==> config.mk <==
export PLATFORM = sky130hd
export DESIGN_NAME = epoch_seconds_calendar_clock_top
export DESIGN_NICKNAME = d
export VERILOG_FILES = /design/src/sv/ecc_pkg.sv /design/src/sv/ecc_ctrl.sv /design/src/sv/ecc_dpath.sv /design/src/sv/epoch_seconds_calendar_clock_top.sv
export SDC_FILE = /design/constraint.sdc
export NUM_CORES = 2
export LEC_CHECK = 0
export BUFFER_PORTS_ARGS = -buffer_cell sky130_fd_sc_hd__buf_2
export CAP_MARGIN = 20
export CORE_ASPECT_RATIO = 1.25
export CORE_MARGIN = 10
export CORE_UTILIZATION = 34
export CTS_CLUSTER_SIZE = 8
export DETAILED_ROUTE_END_ITERATION = 10
export PLACE_DENSITY = 0.52
export SETUP_SLACK_MARGIN = 0.5
export SLEW_MARGIN = 25
export SYNTH_ARGS = -nofsm -noshare
export SYNTH_HDL_FRONTEND = slang
export SYNTH_SLANG_ARGS = --single-unit
==> constraint.sdc <==
create_clock -name clk -period 9.15 [get_ports clk]
set_clock_uncertainty 0.2 [all_clocks]
set_input_delay 2.2875 -clock clk [delete_from_list [all_inputs] [get_ports clk]]
set_output_delay 2.2875 -clock clk [all_outputs]
set_load 0.005 [all_outputs]
==> src/sv/ecc_pkg.sv <==
// Shared types, constants and a helper function for the epoch seconds calendar clock.
package ecc_pkg;

	localparam int IN_W  = 32;
	localparam int OUT_W = 80;

	localparam logic [31:0] UTC_LIMIT         = 32'd4102444799;
	localparam logic [15:0] DAYS_1968_TO_1970 = 16'd731;
	localparam logic [11:0] BASE_YEAR         = 12'd1968;

	// Divisors, used to form remainders from quotients.
	localparam logic [16:0] DIV_DAY_C  = 17'd86400;
	localparam logic [11:0] DIV_HOUR_C = 12'd3600;
	localparam logic [5:0]  DIV_MIN_C  = 6'd60;
	localparam logic [10:0] DIV_CYC_C  = 11'd1461;
	localparam logic [2:0]  DIV_WEEK_C = 3'd7;

	// Rounded-up reciprocals; each is exact over the dividend range it sees.
	// Day: (count >> 7) / 675, scaled by 2^35.
	localparam logic [25:0] RCP_DAY_C  = 26'd50903317;
	// Hour: (seconds of day >> 4) / 225, scaled by 2^21.
	localparam logic [13:0] RCP_HOUR_C = 14'd9321;
	// Minute: (seconds of hour >> 2) / 15, scaled by 2^14.
	localparam logic [10:0] RCP_MIN_C  = 11'd1093;
	// Four-year cycle: days / 1461, scaled by 2^27.
	localparam logic [16:0] RCP_CYC_C  = 17'd91868;
	// Week: days / 7, scaled by 2^19.
	localparam logic [16:0] RCP_WEEK_C = 17'd74899;

	// Datapath operations, one per cycle.
	typedef enum logic [3:0] {
		OP_IDLE,
		OP_LOAD,
		OP_DAY_QUOT,
		OP_DAY_REM,
		OP_HOUR_QUOT,
		OP_HOUR_REM,
		OP_MIN_QUOT,
		OP_MIN_REM,
		OP_YEAR_STEP,
		OP_MONTH_STEP,
		OP_FINISH
	} op_t;

	typedef struct packed {
		op_t op;
	} cmd_t;

	typedef struct packed {
		logic year_done;
		logic month_done;
	} status_t;

	// February is long only in the first year of a four-year cycle.
	function automatic logic [4:0] month_len(input logic [3:0] month, input logic first_year);
		logic [4:0] len;
		case (month)
			4'd2:    len = first_year ? 5'd29 : 5'd28;
			4'd4:    len = 5'd30;
			4'd6:    len = 5'd30;
			4'd9:    len = 5'd30;
			4'd11:   len = 5'd30;
			default: len = 5'd31;
		endcase
		return len;
	endfunction

endpackage

==> src/sv/ecc_ctrl.sv <==
// Sequencer for the calendar clock: handshakes and per-cycle datapath commands.
module ecc_ctrl (
	input  logic             clk,
	input  logic             arst_n,
	input  logic             s_tvalid,
	output logic             s_tready,
	output logic             m_tvalid,
	input  logic             m_tready,
	input  ecc_pkg::status_t status,
	output ecc_pkg::cmd_t    cmd
);

	localparam logic [3:0] ST_IDLE  = 4'd0;
	localparam logic [3:0] ST_DAYQ  = 4'd1;
	localparam logic [3:0] ST_DAYR  = 4'd2;
	localparam logic [3:0] ST_HOURQ = 4'd3;
	localparam logic [3:0] ST_HOURR = 4'd4;
	localparam logic [3:0] ST_MINQ  = 4'd5;
	localparam logic [3:0] ST_MINR  = 4'd6;
	localparam logic [3:0] ST_YEAR  = 4'd7;
	localparam logic [3:0] ST_MONTH = 4'd8;
	localparam logic [3:0] ST_FIN   = 4'd9;

	logic [3:0] state_q, state_d;
	logic       m_tvalid_q;
	logic       fin_fire;

	assign s_tready = (state_q == ST_IDLE);
	assign m_tvalid = m_tvalid_q;
	assign fin_fire = (state_q == ST_FIN) && (!m_tvalid_q || m_tready);

	always_comb begin
		state_d = state_q;
		cmd.op  = ecc_pkg::OP_IDLE;
		case (state_q)
			ST_IDLE: begin
				if (s_tvalid) begin
					cmd.op  = ecc_pkg::OP_LOAD;
					state_d = ST_DAYQ;
				end
			end
			ST_DAYQ: begin
				cmd.op  = ecc_pkg::OP_DAY_QUOT;
				state_d = ST_DAYR;
			end
			ST_DAYR: begin
				cmd.op  = ecc_pkg::OP_DAY_REM;
				state_d = ST_HOURQ;
			end
			ST_HOURQ: begin
				cmd.op  = ecc_pkg::OP_HOUR_QUOT;
				state_d = ST_HOURR;
			end
			ST_HOURR: begin
				cmd.op  = ecc_pkg::OP_HOUR_REM;
				state_d = ST_MINQ;
			end
			ST_MINQ: begin
				cmd.op  = ecc_pkg::OP_MIN_QUOT;
				state_d = ST_MINR;
			end
			ST_MINR: begin
				cmd.op  = ecc_pkg::OP_MIN_REM;
				state_d = ST_YEAR;
			end
			ST_YEAR: begin
				if (status.year_done) state_d = ST_MONTH;
				else cmd.op = ecc_pkg::OP_YEAR_STEP;
			end
			ST_MONTH: begin
				if (status.month_done) state_d = ST_FIN;
				else cmd.op = ecc_pkg::OP_MONTH_STEP;
			end
			ST_FIN: begin
				// Hold until the output register is free.
				if (fin_fire) begin
					cmd.op  = ecc_pkg::OP_FINISH;
					state_d = ST_IDLE;
				end
			end
			default: state_d = ST_IDLE;
		endcase
	end

	always_ff @(posedge clk or negedge arst_n) begin
		if (!arst_n) begin
			state_q    <= ST_IDLE;
			m_tvalid_q <= 1'b0;
		end else begin
			state_q <= state_d;
			if (fin_fire) m_tvalid_q <= 1'b1;
			else if (m_tready) m_tvalid_q <= 1'b0;
		end
	end

endmodule

==> src/sv/ecc_dpath.sv <==
// Datapath: seconds counter, constant dividers, year and month walk, output register.
module ecc_dpath (
	input  logic                       clk,
	input  logic                       arst_n,
	input  ecc_pkg::cmd_t              cmd,
	input  logic [ecc_pkg::IN_W-1:0]   in_data,
	output ecc_pkg::status_t           status,
	output logic [ecc_pkg::OUT_W-1:0]  out_data
);

	logic [31:0] count_q, count_n;
	logic [15:0] quot_q;
	logic [16:0] secs_q;
	logic [15:0] days_q;
	logic [2:0]  q7_q;
	logic [2:0]  wd_q;
	logic [5:0]  cyc_q;
	logic [11:0] rsec_q;
	logic [4:0]  hour_q;
	logic [5:0]  minute_q;
	logic [5:0]  second_q;
	logic [11:0] year_q;
	logic [10:0] doy_q;
	logic [3:0]  month_q;
	logic        first_q;
	logic [5:0]  prev_second_q;
	logic [5:0]  prev_minute_q;
	logic [4:0]  prev_hour_q;
	logic [4:0]  prev_day_q;
	logic [ecc_pkg::OUT_W-1:0] out_q;

	logic [50:0] day_prod;
	logic [16:0] day_back;
	logic [16:0] secs_n;
	logic [21:0] week_prod;
	logic [2:0]  week_back;
	logic [25:0] hour_prod;
	logic [32:0] cyc_prod;
	logic [11:0] hour_back;
	logic [11:0] rsec_n;
	logic [10:0] cyc_back;
	logic [10:0] doy_n;
	logic [19:0] min_prod;
	logic [5:0]  min_back;
	logic [5:0]  second_n;
	logic [8:0]  ylen;
	logic [4:0]  mlen;
	logic [4:0]  day_n;
	logic [3:0]  wd_sum;
	logic [2:0]  wd_n;

	// Load saturates; a zero value advances by one second, clamped at the limit.
	always_comb begin
		if (in_data != 32'd0)
			count_n = (in_data > ecc_pkg::UTC_LIMIT) ? ecc_pkg::UTC_LIMIT : in_data;
		else if (count_q < ecc_pkg::UTC_LIMIT)
			count_n = count_q + 32'd1;
		else
			count_n = ecc_pkg::UTC_LIMIT;
	end

	// Quotients by reciprocal multiplication, remainders by multiply and subtract.
	assign day_prod  = 51'(count_q[31:7]) * 51'(ecc_pkg::RCP_DAY_C);
	assign day_back  = 17'(quot_q) * ecc_pkg::DIV_DAY_C;
	assign secs_n    = count_q[16:0] - day_back;
	assign week_prod = 22'(quot_q) * 22'(ecc_pkg::RCP_WEEK_C);
	assign week_back = q7_q * ecc_pkg::DIV_WEEK_C;
	assign hour_prod = 26'(secs_q[16:4]) * 26'(ecc_pkg::RCP_HOUR_C);
	assign cyc_prod  = 33'(days_q) * 33'(ecc_pkg::RCP_CYC_C);
	assign hour_back = 12'(hour_q) * ecc_pkg::DIV_HOUR_C;
	assign rsec_n    = secs_q[11:0] - hour_back;
	assign cyc_back  = 11'(cyc_q) * ecc_pkg::DIV_CYC_C;
	assign doy_n     = days_q[10:0] - cyc_back;
	assign min_prod  = 20'(rsec_q[11:2]) * 20'(ecc_pkg::RCP_MIN_C);
	assign min_back  = minute_q * ecc_pkg::DIV_MIN_C;
	assign second_n  = rsec_q[5:0] - min_back;

	assign ylen = first_q ? 9'd366 : 9'd365;
	assign mlen = ecc_pkg::month_len(month_q, first_q);
	assign status.year_done  = ({1'b0, doy_q} < {3'b0, ylen});
	assign status.month_done = (doy_q < {6'b0, mlen});

	assign day_n  = doy_q[4:0] + 5'd1;
	assign wd_sum = {1'b0, wd_q} + 4'd4;
	assign wd_n   = (wd_sum >= 4'd7) ? 3'(wd_sum - 4'd7) : wd_sum[2:0];

	assign out_data = out_q;

	always_ff @(posedge clk or negedge arst_n) begin
		if (!arst_n) begin
			count_q       <= 32'd0;
			prev_second_q <= 6'd0;
			prev_minute_q <= 6'd0;
			prev_hour_q   <= 5'd0;
			prev_day_q    <= 5'd1;
		end else begin
			if (cmd.op == ecc_pkg::OP_LOAD) count_q <= count_n;
			if (cmd.op == ecc_pkg::OP_FINISH) begin
				prev_second_q <= second_q;
				prev_minute_q <= minute_q;
				prev_hour_q   <= hour_q;
				prev_day_q    <= day_n;
			end
		end
	end

	always_ff @(posedge clk) begin
		case (cmd.op)
			ecc_pkg::OP_DAY_QUOT: begin
				quot_q <= day_prod[50:35];
			end
			ecc_pkg::OP_DAY_REM: begin
				secs_q <= secs_n;
				days_q <= quot_q + ecc_pkg::DAYS_1968_TO_1970;
				q7_q   <= week_prod[21:19];
			end
			ecc_pkg::OP_HOUR_QUOT: begin
				hour_q <= hour_prod[25:21];
				cyc_q  <= cyc_prod[32:27];
				// Days since 1970 mod 7.
				wd_q   <= quot_q[2:0] - week_back;
			end
			ecc_pkg::OP_HOUR_REM: begin
				rsec_q  <= rsec_n;
				year_q  <= ecc_pkg::BASE_YEAR + {4'b0, cyc_q, 2'b00};
				doy_q   <= doy_n;
				month_q <= 4'd1;
				first_q <= 1'b1;
			end
			ecc_pkg::OP_MIN_QUOT: begin
				minute_q <= min_prod[19:14];
			end
			ecc_pkg::OP_MIN_REM: begin
				second_q <= second_n;
			end
			ecc_pkg::OP_YEAR_STEP: begin
				doy_q   <= doy_q - {2'b0, ylen};
				year_q  <= year_q + 12'd1;
				first_q <= 1'b0;
			end
			ecc_pkg::OP_MONTH_STEP: begin
				doy_q   <= doy_q - {6'b0, mlen};
				month_q <= month_q + 4'd1;
			end
			ecc_pkg::OP_FINISH: begin
				out_q[31:0]  <= count_q;
				out_q[43:32] <= year_q;
				out_q[47:44] <= month_q;
				out_q[52:48] <= day_n;
				out_q[57:53] <= hour_q;
				out_q[63:58] <= minute_q;
				out_q[69:64] <= second_q;
				out_q[72:70] <= wd_n;
				out_q[73]    <= (second_q != prev_second_q);
				out_q[74]    <= (minute_q != prev_minute_q);
				out_q[75]    <= (hour_q != prev_hour_q);
				out_q[76]    <= (day_n != prev_day_q);
				out_q[79:77] <= 3'd0;
			end
			default: begin
			end
		endcase
	end

endmodule

==> src/sv/epoch_seconds_calendar_clock_top.sv <==
// Top level of the epoch seconds calendar clock.
//
// Usage:
//   Slave channel s_*: one transfer per tick or load. A nonzero s_tdata loads
//   that count of seconds since 1970 (clamped to 2099-12-31 23:59:59); zero
//   advances the count by one second (held at the same limit).
//   Master channel m_*: one transfer per input transfer carrying the count,
//   the calendar date, the time of day, the weekday (0 = Sunday) and four
//   change flags against the previous result.
// Sequencing:
//   One item at a time. After the input transfer the sequencer runs the
//   quotient and remainder steps by reciprocal multiply (86400, 3600 and
//   60, with the four-year split and weekday alongside), then the year walk
//   and the month walk, then writes the output register. s_tready is high
//   only while the sequencer is idle, so a new input is not taken until the
//   previous result has been written to the output register.
// Reset (arst_n low): count goes to 0 and the previous-value registers to
//   day 1, 00:00:00; no result is pending.
// Stalls: a finished result is held in the output register while m_tready
//   is low; the next input is still accepted and computed, and its result
//   waits in the final step until the output register drains.
module epoch_seconds_calendar_clock_top (
	input  logic                      clk,
	input  logic                      arst_n,
	input  logic                      s_tvalid,
	output logic                      s_tready,
	// new_utc [31:0]
	input  logic [ecc_pkg::IN_W-1:0]  s_tdata,
	output logic                      m_tvalid,
	input  logic                      m_tready,
	// utc_now [31:0], year [43:32], month [47:44], day_of_month [52:48],
	// hour [57:53], minute [63:58], second [69:64], weekday [72:70],
	// second_changed [73], minute_changed [74], hour_changed [75],
	// day_changed [76], zero fill [79:77]
	output logic [ecc_pkg::OUT_W-1:0] m_tdata
);

	ecc_pkg::cmd_t    cmd;
	ecc_pkg::status_t status;

	// Sequencer: owns both handshakes and drives one datapath op per cycle.
	ecc_ctrl u_ctrl (
		.clk      (clk),
		.arst_n   (arst_n),
		.s_tvalid (s_tvalid),
		.s_tready (s_tready),
		.m_tvalid (m_tvalid),
		.m_tready (m_tready),
		.status   (status),
		.cmd      (cmd)
	);

	// Datapath: counter, constant dividers, calendar walk and output register.
	ecc_dpath u_dpath (
		.clk      (clk),
		.arst_n   (arst_n),
		.cmd      (cmd),
		.in_data  (s_tdata),
		.status   (status),
		.out_data (m_tdata)
	);

endmodule
==> qor.yml <==
worst_setup_path:
  slowest_delay_ns: 0.89
  end_kind: "register"
  worstSetupPathType: "register to register"
  reg2reg_depth: 22
  worst_path_max_delay_cell: "dfrtp_1"
  r2r-end: "u_dpath.quot_q[14]"
  critPathMostFrequentCell: "inv_1"
  crit_chain: "inv_1 -> ha_1 -> inv_1 -> fa_1 -> ha_1 -> inv_1 -> fa_1 -> inv_1 -> fa_1 -> fa_1 -> inv_1 -> fa_1 -> inv_1 -> ha_1 -> a21o_1 -> nand3_1 -> and4_1 -> o21ai_1 -> a31oi_1 -> o22ai_1 -> or4_1 -> o311ai_1"
  cp-start-kind: "register"
  worst-r2r-setup-slack_ns: 1.95
  arrival_ns: 7.37
  crit_fanout: 15
  r2r_start: "u_dpath.count_q[12]"
  cp_data_required_time_ns: 9.31
timing:
  relSlewSlack: 0.344
  rsz0062_at_grt: "false"
  fin_ws_ns: 1.95
  finalCritPeriodShare: 0.787
  hold_viol: 0
  fmax_mhz: 139
  setup_viol: 0
  post-route-min-period_ns: 7.20
  drv_slew: 0
  tns_ns: 0
  worstMarginPinSlew_ns: 0.984
drt:
  wire_per_inst_microns: 18.0
  drt_iter0_markers: 845
  ant_nets: 0
  via_count: 22100
  wirelength_microns: 83800
  drcViolationCount: 0
  dr.pass1.iters: 5
  vias_per_cell: 4.74
cts:
  cts_hold_buf: 0
  clk_pin_slew_ns: 0.05
  clockBufferDepth: 3
  numCtsBuffers: 39
  root_buffer: "clkbuf_16"
  clkLatencyLatePin_ns: 0.61
  cts_setup_buffers: 0
  cts_resized: 0
  cts_sinks: 254
  cts_tree: "done"
  ctsHtreeMaxLevel: 2
run_status:
  status: "finished clean"
logic_synthesis:
  ys_seq_elements: 254
  synthesis.area_sq_mm: 0.0333
  synth_edf_count: 195
  synth.top_cell.area_share: 0.268
  yosys.area.top_type: "ha_1"
  yosys-top-cells-area: "ha_1 (27%), fa_1 (23%), edfxtp_1 (18%)"
  syn_area_per_cell_sq_um: 10.4
  synthFlopType: "edfxtp_1"
  syn-instance-count: 3193
  synth_seq_area_share: 0.220
  async_reset_ff_frac: 0.232
  ys_warn_count: 0
  synth_cell_types: 81
placement:
  place_hpwl_microns: 70800
  dpl_cell_area_sq_mm: 0.0355
  place.gp.congestion: 0.903
  dp_slack_ns: 2.08
  portBuffers: 114
layout:
  drive_gt1_frac: 0.0632
  syn_to_final_growth_pct: 10.1
  fillers: 9928
  post-route-util: 0.377
  antenna_cells: 0
  nets: 4466
  multi_input_area_sq_mm: 0.0229
  post-route-cell-area_sq_mm: 0.0367
  regArea_sq_mm: 0.00733
floorplanning:
  dieArea_sq_mm: 0.111
  top_level_ports: 118
  fp.dieH_microns: 370
  die_w_microns: 300
  start_util: 0.342
  core_area_sq_mm: 0.0974
  num_rows: 128
job:
  max_cap_violations: 0
hold_path:
  min_path_cells: 0
  min_to: "u_dpath.rsec_q[1]"
  hp-class: "register to register"
  hp-start: "u_dpath.secs_q[1]"
grt:
  grt-ovfl-total: 0
  antenna_found_initial: 3
  grt_max_degree: 76
  grt_pass1_vias: 23600
  gr-usage-all-layers: 0.153
  grt_first_pass_wirelength_microns: 134000
-- how the worst max path moves through the flow --
stage,slack [ns],from,endpoint,cells past startpoint
floorplan,2.94,u_dpath.count_q[30],u_dpath.quot_q[9],22
global placement,2.18,u_dpath.count_q[12],u_dpath.quot_q[15],22
detailed placement,2.08,u_dpath.count_q[12],u_dpath.quot_q[14],22
CTS,2.02,u_dpath.count_q[12],u_dpath.quot_q[14],22
global route,1.67,u_dpath.count_q[12],u_dpath.quot_q[15],22
finish,1.95,u_dpath.count_q[12],u_dpath.quot_q[14],22
-- per-stage QoR --
| stage | hold WS (ns) | std cells |
|---|---|---|
| floorplan | 0.200 | 3195 |
| global placement | 0.204 | 4590 |
| detailed placement | 0.206 | 4590 |
| CTS | 0.217 | 4657 |
| global route | 0.225 | 4657 |
| finish | 0.215 | 4657 |
-- routing by layer --
layer	share of wire	global-route usage
met2	0.52	0.281
met5	0	0
met1	0.43	0.186
met4	0.022	0.0368
met3	0.031	0.0194
-- cell usage after synthesis (31+ instances only) --
library cell  instances
inv_1               785
nand2_1             150
dfrtp_1              58
xor2_1               48
a21o_1               43
o21ai_0              84
ha_1                714
edfxtp_1            195
fa_1                385
nand3_1              42
a21oi_1             125
nor3_1               31
nor2_1               81
xnor2_1             108
-- worst max-delay path, delay by kind of cell, from the launching register on --
kind | cells | cell delay [ns]
AOI/OAI and AO/OA | 5 | 1.02
DFF | 1 | 0.89
buffers and inverters | 6 | 0.53
and+or+nand+nor | 3 | 0.81
adders and majority gates | 8 | 3.50
-- cells in the final DEF (no fill, tap or decap), types with 8 or more instances in the layout --
cell type / Yosys / layout
xor2_1: 48 / 48
xnor2_1: 108 / 108
o21ai_1: 10 / 10
dfrtp_1: 58 / 58
nor2_1: 81 / 81
nand2_1: 150 / 150
nand2b_1: 16 / 16
o211ai_1: 11 / 11
a211oi_1: 10 / 10
or3_1: 9 / 9
ha_1: 714 / 714
nand3_1: 42 / 42
edfxtp_1: 195 / 195
buf_4: 6 / 17
clkbuf_1: 19 / 18
nor2b_1: 12 / 12
fa_1: 385 / 385
o21bai_1: 16 / 16
a21oi_1: 125 / 125
clkbuf_16: 0 / 39
nand4_1: 29 / 29
o21ai_0: 84 / 84
buf_2: 9 / 114
nor4_1: 20 / 19
and3_1: 14 / 14
and2_1: 10 / 10
a21o_1: 43 / 43
and4_1: 8 / 8
a31oi_1: 14 / 14
o21a_1: 9 / 9
inv_1: 785 / 784
o22ai_1: 13 / 13
nor3_1: 31 / 28
-- cells by family (layout without fill, tap and decap cells) --
logic type,count (synthesis),count (layout),synth area share
compound gates,413,413,0.0800
buf+inv,822,984,0.0938
xor+xnor,156,156,0.0410
other cells,1,3,0.000112
fa+ha+maj,1099,1099,0.499
simple gates,447,447,0.0658
mux,1,1,0.000338
flops,254,254,0.220
-- area by class of cell --
class                           instances  area share
Multi-Input combinational cell       2119       0.624
Inverter                              786      0.0804
Timing Repair Buffer                  131      0.0190
Clock inverter                          7     0.00245
Clock buffer                           60      0.0296
Tap cell                             1300      0.0443
Sequential cell                       254       0.200
-- sequential cells by signal, indices dropped and copies added (netlist names) --
register / count
u_dpath.first_q: 1
u_dpath.q7_q: 3
u_dpath.days_q: 16
u_dpath.doy_q: 11
u_dpath.out_data: 77
u_dpath.count_q: 32
u_dpath.cyc_q: 6
u_dpath.minute_q: 6
u_dpath.year_q: 12
u_dpath.wd_q: 3
u_dpath.prev_hour_q: 5
u_dpath.hour_q: 5
u_dpath.second_q: 6
u_dpath.secs_q: 17
u_dpath.month_q: 4
u_dpath.prev_minute_q: 6
u_ctrl.state_q: 4
u_dpath.prev_day_q: 5
u_dpath.rsec_q: 12
u_ctrl.m_tvalid: 1
u_dpath.prev_second_q: 6
u_dpath.quot_q: 16
Power is not shown: default switching activity piles up to over one toggle a cycle in this logic, so the estimate is an artifact.
